--- src/hdl/irb_pkg.sv ---
package irb_pkg;

   // Command codes carried in the cmd field of an input beat.
   localparam logic [1:0] CMD_WRITE_BLOCK = 2'd0;
   localparam logic [1:0] CMD_WRITE_ALLOW = 2'd1;
   localparam logic [1:0] CMD_QUERY       = 2'd2;
   localparam logic [1:0] CMD_RESERVED    = 2'd3;

   // Configuration register indexes.
   localparam logic [1:0] CSR_BLOCK_COUNT = 2'd0;
   localparam logic [1:0] CSR_ALLOW_COUNT = 2'd1;
   localparam logic [1:0] CSR_BLOCK_HTTP  = 2'd2;

   localparam int CSR_DATA_BITS = 13;

   typedef struct packed {
      logic [1:0]  cmd;
      logic [11:0] entry_index;
      logic [31:0] range_start;
      logic [31:0] range_end;
      logic [15:0] label_id;
      logic [31:0] query_address;
      logic        port_allowed;
   } req_type;

   typedef struct packed {
      logic        blocked;
      logic [15:0] match_label;
      logic        block_hit;
      logic        allow_hit;
   } rsp_type;

   typedef struct packed {
      logic [12:0] block_count;
      logic [10:0] allow_count;
      logic        block_http;
   } cfg_type;

   typedef enum logic [1:0] {
      OP_LOAD_BLOCK,
      OP_LOAD_ALLOW,
      OP_QUERY
   } op_type;

   // Classified work item passed from the front end to the search engine.
   // For a query the address travels in the start field.
   typedef struct packed {
      op_type      op;
      logic [11:0] index;
      logic [31:0] start;
      logic [31:0] stop;
      logic [15:0] label;
      logic        exempt;
   } work_type;

   typedef enum logic [2:0] {
      ST_IDLE,
      ST_PROBE_RD,
      ST_PROBE_CMP,
      ST_RESOLVE,
      ST_FIRST_CMP,
      ST_FINAL_RD,
      ST_FINAL_CMP,
      ST_DONE
   } search_state_type;

endpackage

--- src/hdl/irb_front.sv ---
module irb_front #(
   parameter int BLOCK_DEPTH = 4096,
   parameter int ALLOW_DEPTH = 1024
) (
   input  logic              clock,
   input  logic              reset,
   input  logic              req_push,
   output logic              req_full,
   input  irb_pkg::req_type  req_data,
   output irb_pkg::work_type item,
   output logic              item_valid,
   input  logic              item_pop
);

   irb_pkg::work_type q_ff [2];
   logic       wp_ff, wp_in;
   logic       rp_ff, rp_in;
   logic [1:0] cnt_ff, cnt_in;
   logic       keep;
   logic       push_ok;
   logic       pop_ok;
   logic [31:0] widx;
   irb_pkg::work_type new_item;

   assign widx = 32'(req_data.entry_index);

   // Loads outside a table and unknown commands are dropped here.
   always_comb begin
      keep = 1'b0;
      new_item.op     = irb_pkg::OP_QUERY;
      new_item.index  = req_data.entry_index;
      new_item.start  = req_data.range_start;
      new_item.stop   = req_data.range_end;
      new_item.label  = req_data.label_id;
      new_item.exempt = req_data.port_allowed;
      unique case (req_data.cmd)
         irb_pkg::CMD_WRITE_BLOCK: begin
            new_item.op = irb_pkg::OP_LOAD_BLOCK;
            keep = (widx < 32'(BLOCK_DEPTH));
         end
         irb_pkg::CMD_WRITE_ALLOW: begin
            new_item.op = irb_pkg::OP_LOAD_ALLOW;
            keep = (widx < 32'(ALLOW_DEPTH));
         end
         irb_pkg::CMD_QUERY: begin
            new_item.op    = irb_pkg::OP_QUERY;
            new_item.start = req_data.query_address;
            keep = 1'b1;
         end
         default: keep = 1'b0;
      endcase
   end

   assign req_full   = (cnt_ff == 2'd2);
   assign item_valid = (cnt_ff != 2'd0);
   assign item       = q_ff[rp_ff];
   assign push_ok    = req_push && !req_full && keep;
   assign pop_ok     = item_pop && item_valid;

   always_comb begin
      wp_in  = push_ok ? ~wp_ff : wp_ff;
      rp_in  = pop_ok ? ~rp_ff : rp_ff;
      cnt_in = cnt_ff + 2'(push_ok) - 2'(pop_ok);
   end

   always_ff @(posedge clock) begin
      if (reset) begin
         wp_ff  <= 1'b0;
         rp_ff  <= 1'b0;
         cnt_ff <= 2'd0;
      end else begin
         wp_ff  <= wp_in;
         rp_ff  <= rp_in;
         cnt_ff <= cnt_in;
      end
   end

   always_ff @(posedge clock) begin
      if (push_ok) begin
         q_ff[wp_ff] <= new_item;
      end
   end

endmodule

--- config.mk ---
export PLATFORM = sky130hd
export DESIGN_NAME = irb_front
export DESIGN_NICKNAME = d
export VERILOG_FILES = /design/src/hdl/irb_pkg.sv /design/src/hdl/irb_front.sv
export SDC_FILE = /design/constraint.sdc
export NUM_CORES = 1
export LEC_CHECK = 0
export BUFFER_PORTS_ARGS = -buffer_cell sky130_fd_sc_hd__buf_2
export CELL_PAD_IN_SITES_DETAIL_PLACEMENT = 0
export CELL_PAD_IN_SITES_GLOBAL_PLACEMENT = 1
export CORE_MARGIN = 2
export CORE_UTILIZATION = 25
export DETAILED_ROUTE_END_ITERATION = 16
export GPL_TIMING_DRIVEN = 1
export PLACE_DENSITY = 0.59
export RECOVER_POWER = 100
export SETUP_SLACK_MARGIN = 0.4
export SLEW_MARGIN = 20
export SYNTH_ARGS = -nofsm -noshare
export SYNTH_HDL_FRONTEND = slang
export SYNTH_SLANG_ARGS = --single-unit
--- constraint.sdc ---
create_clock -name clock -period 18.9 [get_ports clock]
set_input_delay 3.78 -clock clock [delete_from_list [all_inputs] [get_ports clock]]
set_output_delay 3.78 -clock clock [all_outputs]
set_load 0.01 [all_outputs]
==> results.md, run 1 <==
* Die Span Y at approximately 180 um
* Root buffer cell: clkbuf_16
* GRT Util Overall at 9.81%
* Crit share post-route at 47.9%
* Crit path kind: input port to flip-flop
* Largest net degree at the start of global routing at 57
* Worst R2R Start: cnt_ff[1]
* Worst R2R End: q_ff[0][39]
* Worst-Margin Slew at 3.39 ns
* Global route total overflow at 0
* Starting Density at 25.5%
* Crit-path max FO at 48
* Ratio of cells with drive above 1 in the final layout at 34.5%
* Syn nets at between 400 and 500
* R2r worst-path depth at 5
* DRT Wirelength at 15900 um
* Share of the synthesized area in the top cell type at 75.1%
* Final ANT Viol Nets at 0
* Syn_area_per_cell at 21.0 sq um
* Clock Latency Late Sink at 0.43 ns
* Post-CTS setup buffer count at 0
* Commonest non-fill, non-tap cell in the layout: edfxtp_1
* Hold path endpoint: cnt_ff[1]
* Seq/Total Area, Yosys at ~76%
* Hold path cells at 2
* Core Rows at 63
* Worst reg-to-reg setup slack at 13.37 ns
* Post-CTS Resized at 0
* Vias post-DR at 4033
* Max Fclk at around 110 MHz
* Cells after Synth at 362
* Nets at 731
* Final non-filler cell total at about 1000
* Vias per cell at 4.04
* Unrepaired setup endpoints after global routing: no
* Violations in the final reports: capacitance limit, slew limit
* CTS tree: yes
* Worst Skew at 0.0135 ns
* Peak supply drop at 0.0606 mV
* Final setup viols at 0
* Crit start category: input port
* Class of the worst hold path: flip-flop to flip-flop
* Mux share of post-synthesis cell area at 19.5%
* Status: complete, but fails checks
* Min-delay src: cnt_ff[1]
* Total CTS buffers at 17
* Crit path arrival time at roughly 9 ns
* Residual DRC at 0
* Clock buffer depth at 2
* H-tree Lvls at 4
* Global routing usage on met2 at 15.8%
* CP Data Required Time at 18.87 ns
* Initial antenna violation count at 0
* Top Ports at 228
* Max Slew Vio Count at 286
* Die footprint at around 32000 sq um
* Area growth syn-to-layout at 24.9%
* Top post-synthesis cells by area: edfxtp_1 75%, mux2_2 17%, mux2_4 2.2%, buf_6 1.3%, dfxtp_1 1.3%
* Clk slew on worst S/H paths at around 0.06 ns
* Yosys cell types at 23
* Hpwl dp at approximately 11000 um
* Cell Area, Synth at around 7600 sq um
* Met3 usage at 3.26%
* Die W at 178 um
* Most frequent cells in the layout: 190 x edfxtp_1, 134 x clkbuf_1, 101 x buf_2
* Synth area leader: edfxtp_1
* Clock Sinks at 195
* Largest family of logic cells by synthesized area: multiplexers
* Drt pass-1 iters at 4
* Slew headroom at -126%
* Vias in the first global route at 4233
* PortBufs at 227
* Met1 Usage GRT at 12.4%
* GRT busiest layer: met2
* Synth Area in Simple Gates at around 1.2%
* 1st-iter DRT viols at 146
* Max_cap viols at 6
* P_leak at roughly 3.2 nW
* Crit. End Element: flip-flop
* Synth Area in Compound Gates at 0.263%
* Hold slack at 0.524 ns
* Final setup TNS at 0 ns
* Core ar. at 29800 sq um
* Gpl congestion at 0.697
* Dpl cells at 969
* XOR/XNOR share of the synthesized area at 0.230%
* Count of state elements after synthesis at 195
* Post-CTS Hold Fix Bufs at 0
* Final hold vios at 0
* Wire length per cell at 15.9 um
* Tmin final at 9.05 ns
* Ant. Diodes at 0
* Syn. warnings at 0
* Adder-cell share of the synthesized area at 0.329%
* First-pass GRT wire length at roughly 23000 um
* Pwr dens at 124 nW/um^2
-- worst max-delay path: stages --
cell and delay (ns):
clkbuf_1 0.12, o31ai_1 0.54, nand3b_2 0.25, nor2_4 0.12, clkbuf_1 2.00, clkbuf_1 2.10
-- per-layer routing --
metal	vias to the layer above	part of all wire [%]
met1	1984	45
met2	152	46
met3	14	6.8
li1	1883	-
met4	0	1.4
met5	-	0
-- how the worst max path moves through the flow --
stage	cells past startpoint	start	slack (ns)	end
after floorplan	3	req_data[126]	10.20	q_ff[0][0]
after global placement	5	req_data[126]	12.16	q_ff[1][19]
after detailed placement	6	req_data[126]	12.51	q_ff[0][37]
after CTS	3	flip-flop	12.57	item[60]
after global routing	6	req_data[126]	9.19	q_ff[0][39]
final	6	req_data[126]	9.85	q_ff[0][39]
-- synthesized netlist by cell type --
library cell and n:
and2_1 1, and2b_2 1, buf_2 5, buf_6 9, buf_8 1, dfxtp_1 5, dlygate4sd3_1 1, edfxtp_1 190
ha_1 2, inv_1 2, mux2_1 5, mux2_2 112, mux2_4 11, nand3b_2 1, nor2_1 7, nor2b_1 2
nor2b_4 1, nor3_1 1, o21a_1 1, o31ai_2 1, or2_2 1, xnor2_1 1, xor2_1 1
-- report_power, final --
group          switching (mW)  internal, mW
clock                   0.149         0.219
combinational           0.140         0.119
sequential             0.0245         0.527
total                   0.314         0.865
-- sequential cells by signal (all words and copies together) (netlist names), named ones only --
register / count
rp_ff: 1
cnt_ff: 2
q_ff: 190
wp_ff: 1
-- final cells by class --
class / instances / area, sq um
timing repair buffer: 233 / 1000
clock inverter: 11 / 163
sequential: 195 / 5810
multi-input combinational: 149 / 1590
clock buffer: 19 / 433
inverter: 2 / 7.51
fill: 2979 / 20300
tap: 390 / 488
-- through the flow --
| stage | instance area, sq um | total power [mW] | setup WS [ns] | utilization, % |
|---|---|---|---|---|
| after floorplan | 7600 | 0.736 | 10.20 | - |
| after global placement | 9130 | 0.835 | 12.16 | 30.6 |
| after detailed placement | 9180 | 0.842 | 12.51 | 30.8 |
| after CTS | 9780 | 1.22 | 12.57 | 32.8 |
| after global routing | 9490 | 1.24 | 9.19 | 31.9 |
| final | 9490 | 1.18 | 9.85 | 31.9 |
-- logic make-up after synthesis --
group / Yosys count
xor+xnor: 2
fa+ha+maj: 2
compound gates: 2
buf+inv: 18
mux: 128
flops: 195
simple gates: 15
No activity file was read; power rests on OpenSTA's default activity.
==> run 2: changes to the inputs <==
==> constraint.sdc (replaced) <==
create_clock -name clock -period 9.31 [get_ports clock]
set_input_delay 1.862 -clock clock [delete_from_list [all_inputs] [get_ports clock]]
set_output_delay 1.862 -clock clock [all_outputs]
set_load 0.01 [all_outputs]
==> run 2 against run 1 <==
Against the previous run:
- the flow still finishes with violations (capacitance limit, slew limit)
- first-iteration DRC count grew 12%
- clock power grew 95%
- non-clock buffer count stayed put
- power grew 100%
- sequential share of layout area hardly changed
- global-route usage is 0.13 points higher
- die area did not move
- clock skew decreased by 0.0028 ns
- core utilization barely moved
- sequential power is 100% higher
- clock-buffer cell count is 2 higher
==> results.md, run 2 (synthesis gave the netlist of run 1 again) <==
* Post-CTS setup buffer count at 0 (unchanged)
* Final setup viols at 0 (unchanged)
* Crit. End Element: flip-flop
* Most frequent cells in the layout: 190 x edfxtp_1, 136 x clkbuf_1, 97 x buf_2
* Crit share post-route at 62.1%
* P_leak at 3.17 nW (-0.30%)
* Ant. Diodes at 0 (unchanged)
* Core Rows at 63 (unchanged)
* Final core occ at 31.8% (about the same)
* CTS tree: yes
* Worst R2R End: q_ff[0][60]
* Max Fclk at 173 MHz
* Nets at 731 (unchanged)
* Tmin final at 5.78 ns
* Worst reg-to-reg setup slack at 5.13 ns (-8.24 ns)
* Global route total overflow at 0 (unchanged)
* Ratio of cells with drive above 1 in the final layout at 35.0% (+0.54 points)
* Max_cap viols at 3 (-3)
* Pwr dens at 248 nW/um^2 (+100%)
* Clock buffer depth at 2 (unchanged)
* Final ANT Viol Nets at 0 (unchanged)
* GRT Util Overall at 9.93% (+0.13 points)
* Worst R2R Start: cnt_ff[0]
* DRT Wirelength at 15900 um (about the same)
* H-tree Lvls at 4 (unchanged)
* Die Span Y at 178 um (unchanged)
* Peak supply drop at 0.124 mV (+100%)
* Unrepaired setup endpoints after global routing: no
* Commonest non-fill, non-tap cell in the layout: edfxtp_1
* Die footprint at 31800 sq um (unchanged)
* Dpl cells at 969 (unchanged)
* Hpwl dp at 11100 um (+0.52%)
* Vias in the first global route at 4297 (+1.5%)
* Die W at 178 um (unchanged)
* Largest net degree at the start of global routing at 57 (unchanged)
* Violations in the final reports: capacitance limit, slew limit
* Core ar. at 29800 sq um (unchanged)
* 1st-iter DRT viols at 163 (+12%)
* Clock Latency Late Sink at 0.42 ns (about the same)
* Gpl congestion at 0.697 (about the same)
* Vias per cell at 4.00 (-0.82%)
* Clock Sinks at 195 (unchanged)
* Area after DPL at 9180 sq um (unchanged)
* Worst Skew at 0.0107 ns (-0.00284 ns)
* PortBufs at 227 (unchanged)
* First-pass GRT wire length at 23400 um (+1.8%)
* Initial antenna violation count at 0 (unchanged)
* Class of the worst hold path: flip-flop to flip-flop
* Slew headroom at -91.8% (+34 points)
* Fill count at 3001 (+0.74%)
* Number of flip-flops in the largest register at 190 (unchanged)
* Post-CTS Resized at 0 (unchanged)
* Crit-path max FO at 48 (unchanged)
* Cell area after layout at 9490 sq um (about the same)
* Final setup TNS at 0 ns (unchanged)
* Clk slew on worst S/H paths at 0.07 ns (about the same)
* Setup crit start: req_data[126]
* Starting Density at 25.5% (unchanged)
* Crit path kind: input port to flip-flop
* Min-delay src: rp_ff
* Top reg by flops: q_ff
* Top Ports at 228 (unchanged)
* Top flop regs: q_ff: 190 flops, cnt_ff: 2 flops
* Total CTS buffers at 17 (unchanged)
* CP Data Required Time at 9.36 ns (-9.51 ns)
* Crit path to: q_ff[0][60]
* Register area at 5810 sq um (unchanged)
* Root buffer cell: clkbuf_16
* Final non-filler cell total at 1001 (+0.20%)
* Post-CTS Hold Fix Bufs at 0 (unchanged)
* Status: complete, but fails checks
* Area growth syn-to-layout at 24.8% (about the same)
* Final hold vios at 0 (unchanged)
* Vias post-DR at 4008 (-0.62%)
* Max Slew Vio Count at 128 (-55%)
* Crit start category: input port
* Wire length per cell at 15.9 um (-0.13%)
* Residual DRC at 0 (unchanged)
* Crit path arrival time at 5.83 ns (-3.20 ns)
* Worst-Margin Slew at 2.88 ns (-0.513 ns)
* Footprint of the multi-input gates at 1600 sq um (+0.47%)
* Drt pass-1 iters at 5 (+1)
* R2r worst-path depth at 5 (unchanged)
* Hold slack at 0.525 ns (+0.00135 ns)
[run 2: cell types whose count changed in the layout (fill, tap and decap cells not counted), sizes merged]
cell	change
buf	-1
bufinv	-2
clkinv	-2
clkinvlp	+2
inv	+2
clkbuf	+3
[run 2: layout make-up]
class	instances	area share (%)
inverters	2	0.0791
flip-flops and latches	195	61.2
repair buffers	233	10.6
clock buffers	21	4.75
clock inverters	11	1.36
well taps	390	5.14
multi-input cells	149	16.9
[run 2: power by group]
group	internal (mW)	switching, mW	total [mW]
Sequential	1.07	0.0510	1.12
Combinational	0.235	0.286	0.521
Clock	0.405	0.312	0.716
Total	1.71	0.648	2.35
[run 2: through the flow]
stage                     setup WS, ns  power (mW)
after floorplan                   2.53        1.50
after global placement            4.49        1.70
after detailed placement          4.80        1.71
after CTS                         4.87        2.44
after global routing              3.06        2.48
final                             3.53        2.35
[run 2: metal layers]
metal  up-vias  GRT usage [%]  share of wire, %
li1       1878              -                 -
met2       159           16.5                47
met1      1960           12.2                45
met3        11           3.39               7.1
met4         0           3.15               1.3
met5         -              0                 0
[run 2: critical path, stage by stage]
cell and delay [ns]:
clkbuf_1 0.11, o31ai_1 0.55, nand3b_2 0.26, nor2_4 0.12
clkbuf_1 2.02, buf_4 0.81
[run 2: how the worst min path moves through the flow]
stage	depth (start not counted)	slack, ns	to
floorplan	2	0.48	flip-flop
global placement	2	0.50	rp_ff
detailed placement	2	0.51	rp_ff
CTS	2	0.53	rp_ff
global route	2	0.58	cnt_ff[1]
finish	2	0.53	rp_ff
==> run 3: changes to the inputs <==
--- a/config.mk
+++ b/config.mk
@@ -12,7 +12,7 @@
 export CORE_UTILIZATION = 25
 export DETAILED_ROUTE_END_ITERATION = 16
 export GPL_TIMING_DRIVEN = 1
-export PLACE_DENSITY = 0.59
+export PLACE_DENSITY = 0.61
 export RECOVER_POWER = 100
 export SETUP_SLACK_MARGIN = 0.4
 export SLEW_MARGIN = 20
==> constraint.sdc (replaced) <==
create_clock -name clock -period 4.75 [get_ports clock]
set_input_delay 0.95 -clock clock [delete_from_list [all_inputs] [get_ports clock]]
set_output_delay 0.95 -clock clock [all_outputs]
set_load 0.01 [all_outputs]
==> run 3 against run 2 <==
Against the previous run:
- the run still ends with capacitance limit, slew limit left
- sequential share of layout area fell by 0.067 points
- worst setup slack got worse by 2.5 ns
- power rose by 96%
- sequential cell count unchanged
- global-route usage grew 0.23 points
- combinational power up 96%
- critical path type unchanged
- highest routed layer is now met5
==> results.md, run 3 (synthesis gave the netlist of run 1 again) <==
* Hpwl dp at 11400 um (+2.7%)
* Final setup viols at 0 (unchanged)
* Clock buffer depth at 2 (unchanged)
* Vias post-DR at 4019 (+0.27%)
* Cell area after layout at 9500 sq um (+0.13%)
* Worst path cell trace: clkbuf_1 > o31ai_1 > nand3b_1 > nor2_1 > clkbuf_2
* Top reg by flops: q_ff
* Max_cap viols at 3 (unchanged)
* Place WS at 1.69 ns (-3.11 ns)
* Post-CTS Resized at 0 (unchanged)
* Top flop regs: q_ff: 190 flops, cnt_ff: 2 flops
* Worst R2R End: q_ff[1][34]
* Slowest-stage cell, CP: nor2_1
* Global route total overflow at 0 (unchanged)
* Worst R2R Start: cnt_ff[1]
* Min-delay src: rp_ff
* Gpl congestion at 0.709 (+1.8%)
* Crit share post-route at 79.3%
* Area after DPL at 9170 sq um (-0.16%)
* Final hold vios at 0 (unchanged)
* Starting Density at 25.5% (unchanged)
* CP Data Required Time at 4.81 ns (-4.55 ns)
* Drt pass-1 iters at 4 (-1)
* Ratio of cells with drive above 1 in the final layout at 36.0% (+0.98 points)
* Worst reg-to-reg setup slack at 1.42 ns (-3.71 ns)
* CP top delay family: simple AND/OR/NAND/NOR gates
* Number of flip-flops in the largest register at 190 (unchanged)
* Core ar. at 29800 sq um (unchanged)
* Largest net degree at the start of global routing at 52 (-8.8%)
* Die footprint at 31800 sq um (unchanged)
* Nets at 731 (unchanged)
* Worst Skew at 0.0105 ns (-0.000188 ns)
* Max Slew Vio Count at 71 (-45%)
* Max Fclk at 265 MHz
* Top Ports at 228 (unchanged)
* Most frequent cells in the layout: 190 x edfxtp_1, 130 x clkbuf_1, 99 x buf_2
* Root buffer cell: clkbuf_16
* Post-CTS Hold Fix Bufs at 0 (unchanged)
* Clock Sinks at 195 (unchanged)
* Tmin final at 3.77 ns
* Final core occ at 31.9% (+0.042 points)
* Violations in the final reports: capacitance limit, slew limit
* Vias in the first global route at 4234 (-1.5%)
* Final ANT Viol Nets at 0 (unchanged)
* Initial antenna violation count at 3 (+3)
* Slew headroom at -85.0% (+6.8 points)
* Commonest non-fill, non-tap cell in the layout: edfxtp_1
* Wire length per cell at 16.2 um (+1.9%)
* P_leak at 3.19 nW (+0.58%)
* Crit path largest cell delay at 1.33 ns (-0.69 ns)
* CTS tree: yes
* 1st-iter DRT viols at 245 (+50%)
* Overall power at 4.60 mW (+96%)
* Post-CTS setup buffer count at 0 (unchanged)
* Class of the worst hold path: flip-flop to flip-flop
* Min setup slack post-route at 0.982 ns (-2.55 ns)
* Crit start category: input port
* Area growth syn-to-layout at 25.0%
* Clk slew on worst S/H paths at 0.07 ns (about the same)
* Die Span Y at 178 um (unchanged)
* Final setup TNS at 0 ns (unchanged)
* Crit. End Element: flip-flop
* DRT Wirelength at 16300 um (+2.1%)
* R2r worst-path depth at 4 (-1)
* GRT Util Overall at 10.2% (+0.23 points)
* Vias per cell at 4.01 (about the same)
* Worst-Margin Slew at 2.77 ns (-0.107 ns)
* First-pass GRT wire length at 23600 um (+0.53%)
* Pwr dens at 485 nW/um^2 (+95%)
* Crit-path max FO at 27 (-44%)
* Crit path buf inv count at 2 (-1)
* Crit path kind: input port to flip-flop
* Core Rows at 63 (unchanged)
* Unrepaired setup endpoints after global routing: no
* H-tree Lvls at 4 (unchanged)
* Residual DRC at 0 (unchanged)
* Total CTS buffers at 17 (unchanged)
* PortBufs at 227 (unchanged)
* Status: complete, but fails checks
* Die W at 178 um (unchanged)
* Hold path cells at 2 (unchanged)
* Crit path arrival time at 3.83 ns (-2.00 ns)
* Hold path endpoint: rp_ff
* Clock Latency Late Sink at 0.43 ns (about the same)
* Peak supply drop at 0.185 mV (+49%)
run 3: changes by cell type in the layout (fill, tap and decap cells not counted), sizes merged:
cell      delta
clkbuf       -4
buf          +3
inv          +3
diode        +2
bufinv       -1
clkinvlp     -1
run 3: power breakdown:
group	internal [mW]	switching (mW)	leakage (nW)
logic	0.463	0.558	1.14
clock network	0.749	0.647	0.266
registers	2.08	0.104	1.79
run 3: cell type report:
type / count / area [sq um]
inverter: 2 / 7.51
clock inverter: 12 / 124
tap: 390 / 488
timing repair buffer: 233 / 1040
multi-input combinational: 149 / 1580
fill: 3021 / 20300
antenna: 2 / 5.00
clock buffer: 20 / 447
sequential: 195 / 5810
run 3: worst max-delay path by stage:
stage | startpoint | endpoint | cells after the start
floorplan | req_data[126] | q_ff[0][0] | 3
global placement | req_data[126] | q_ff[1][34] | 5
detailed placement | req_data[126] | q_ff[1][35] | 5
CTS | flip-flop | item[4] | 3
global route | req_data[126] | q_ff[0][42] | 5
finish | req_data[126] | q_ff[1][34] | 5
run 3: metal layers:
layer / GRT usage, % / share of wire [%] / wire length [um] / up-vias
met3: 3.60 / 8.1 / 1320 / 12
met1: 13.3 / 45 / 7330 / 1952
met2: 15.6 / 46 / 7440 / 164
met5: 0 / 0.043 / 7 / -
li1: - / - / - / 1889
met4: 3.56 / 1.0 / 170 / 2
run 3: worst reg2reg max path, stage by stage (launching register included):
cell and delay (ns):
dfxtp_1 0.34, nor2b_1 0.20, nand3b_1 0.29, nor2_1 1.33, clkbuf_2 0.78
run 3: stage by stage:
| stage | std cells | hold slack (ns) |
|---|---|---|
| after floorplan | 362 | 0.481 |
| after global placement | 969 | 0.498 |
| after detailed placement | 969 | 0.510 |
| after CTS | 1001 | 0.535 |
| after global routing | 1001 | 0.555 |
| final | 1003 | 0.537 |
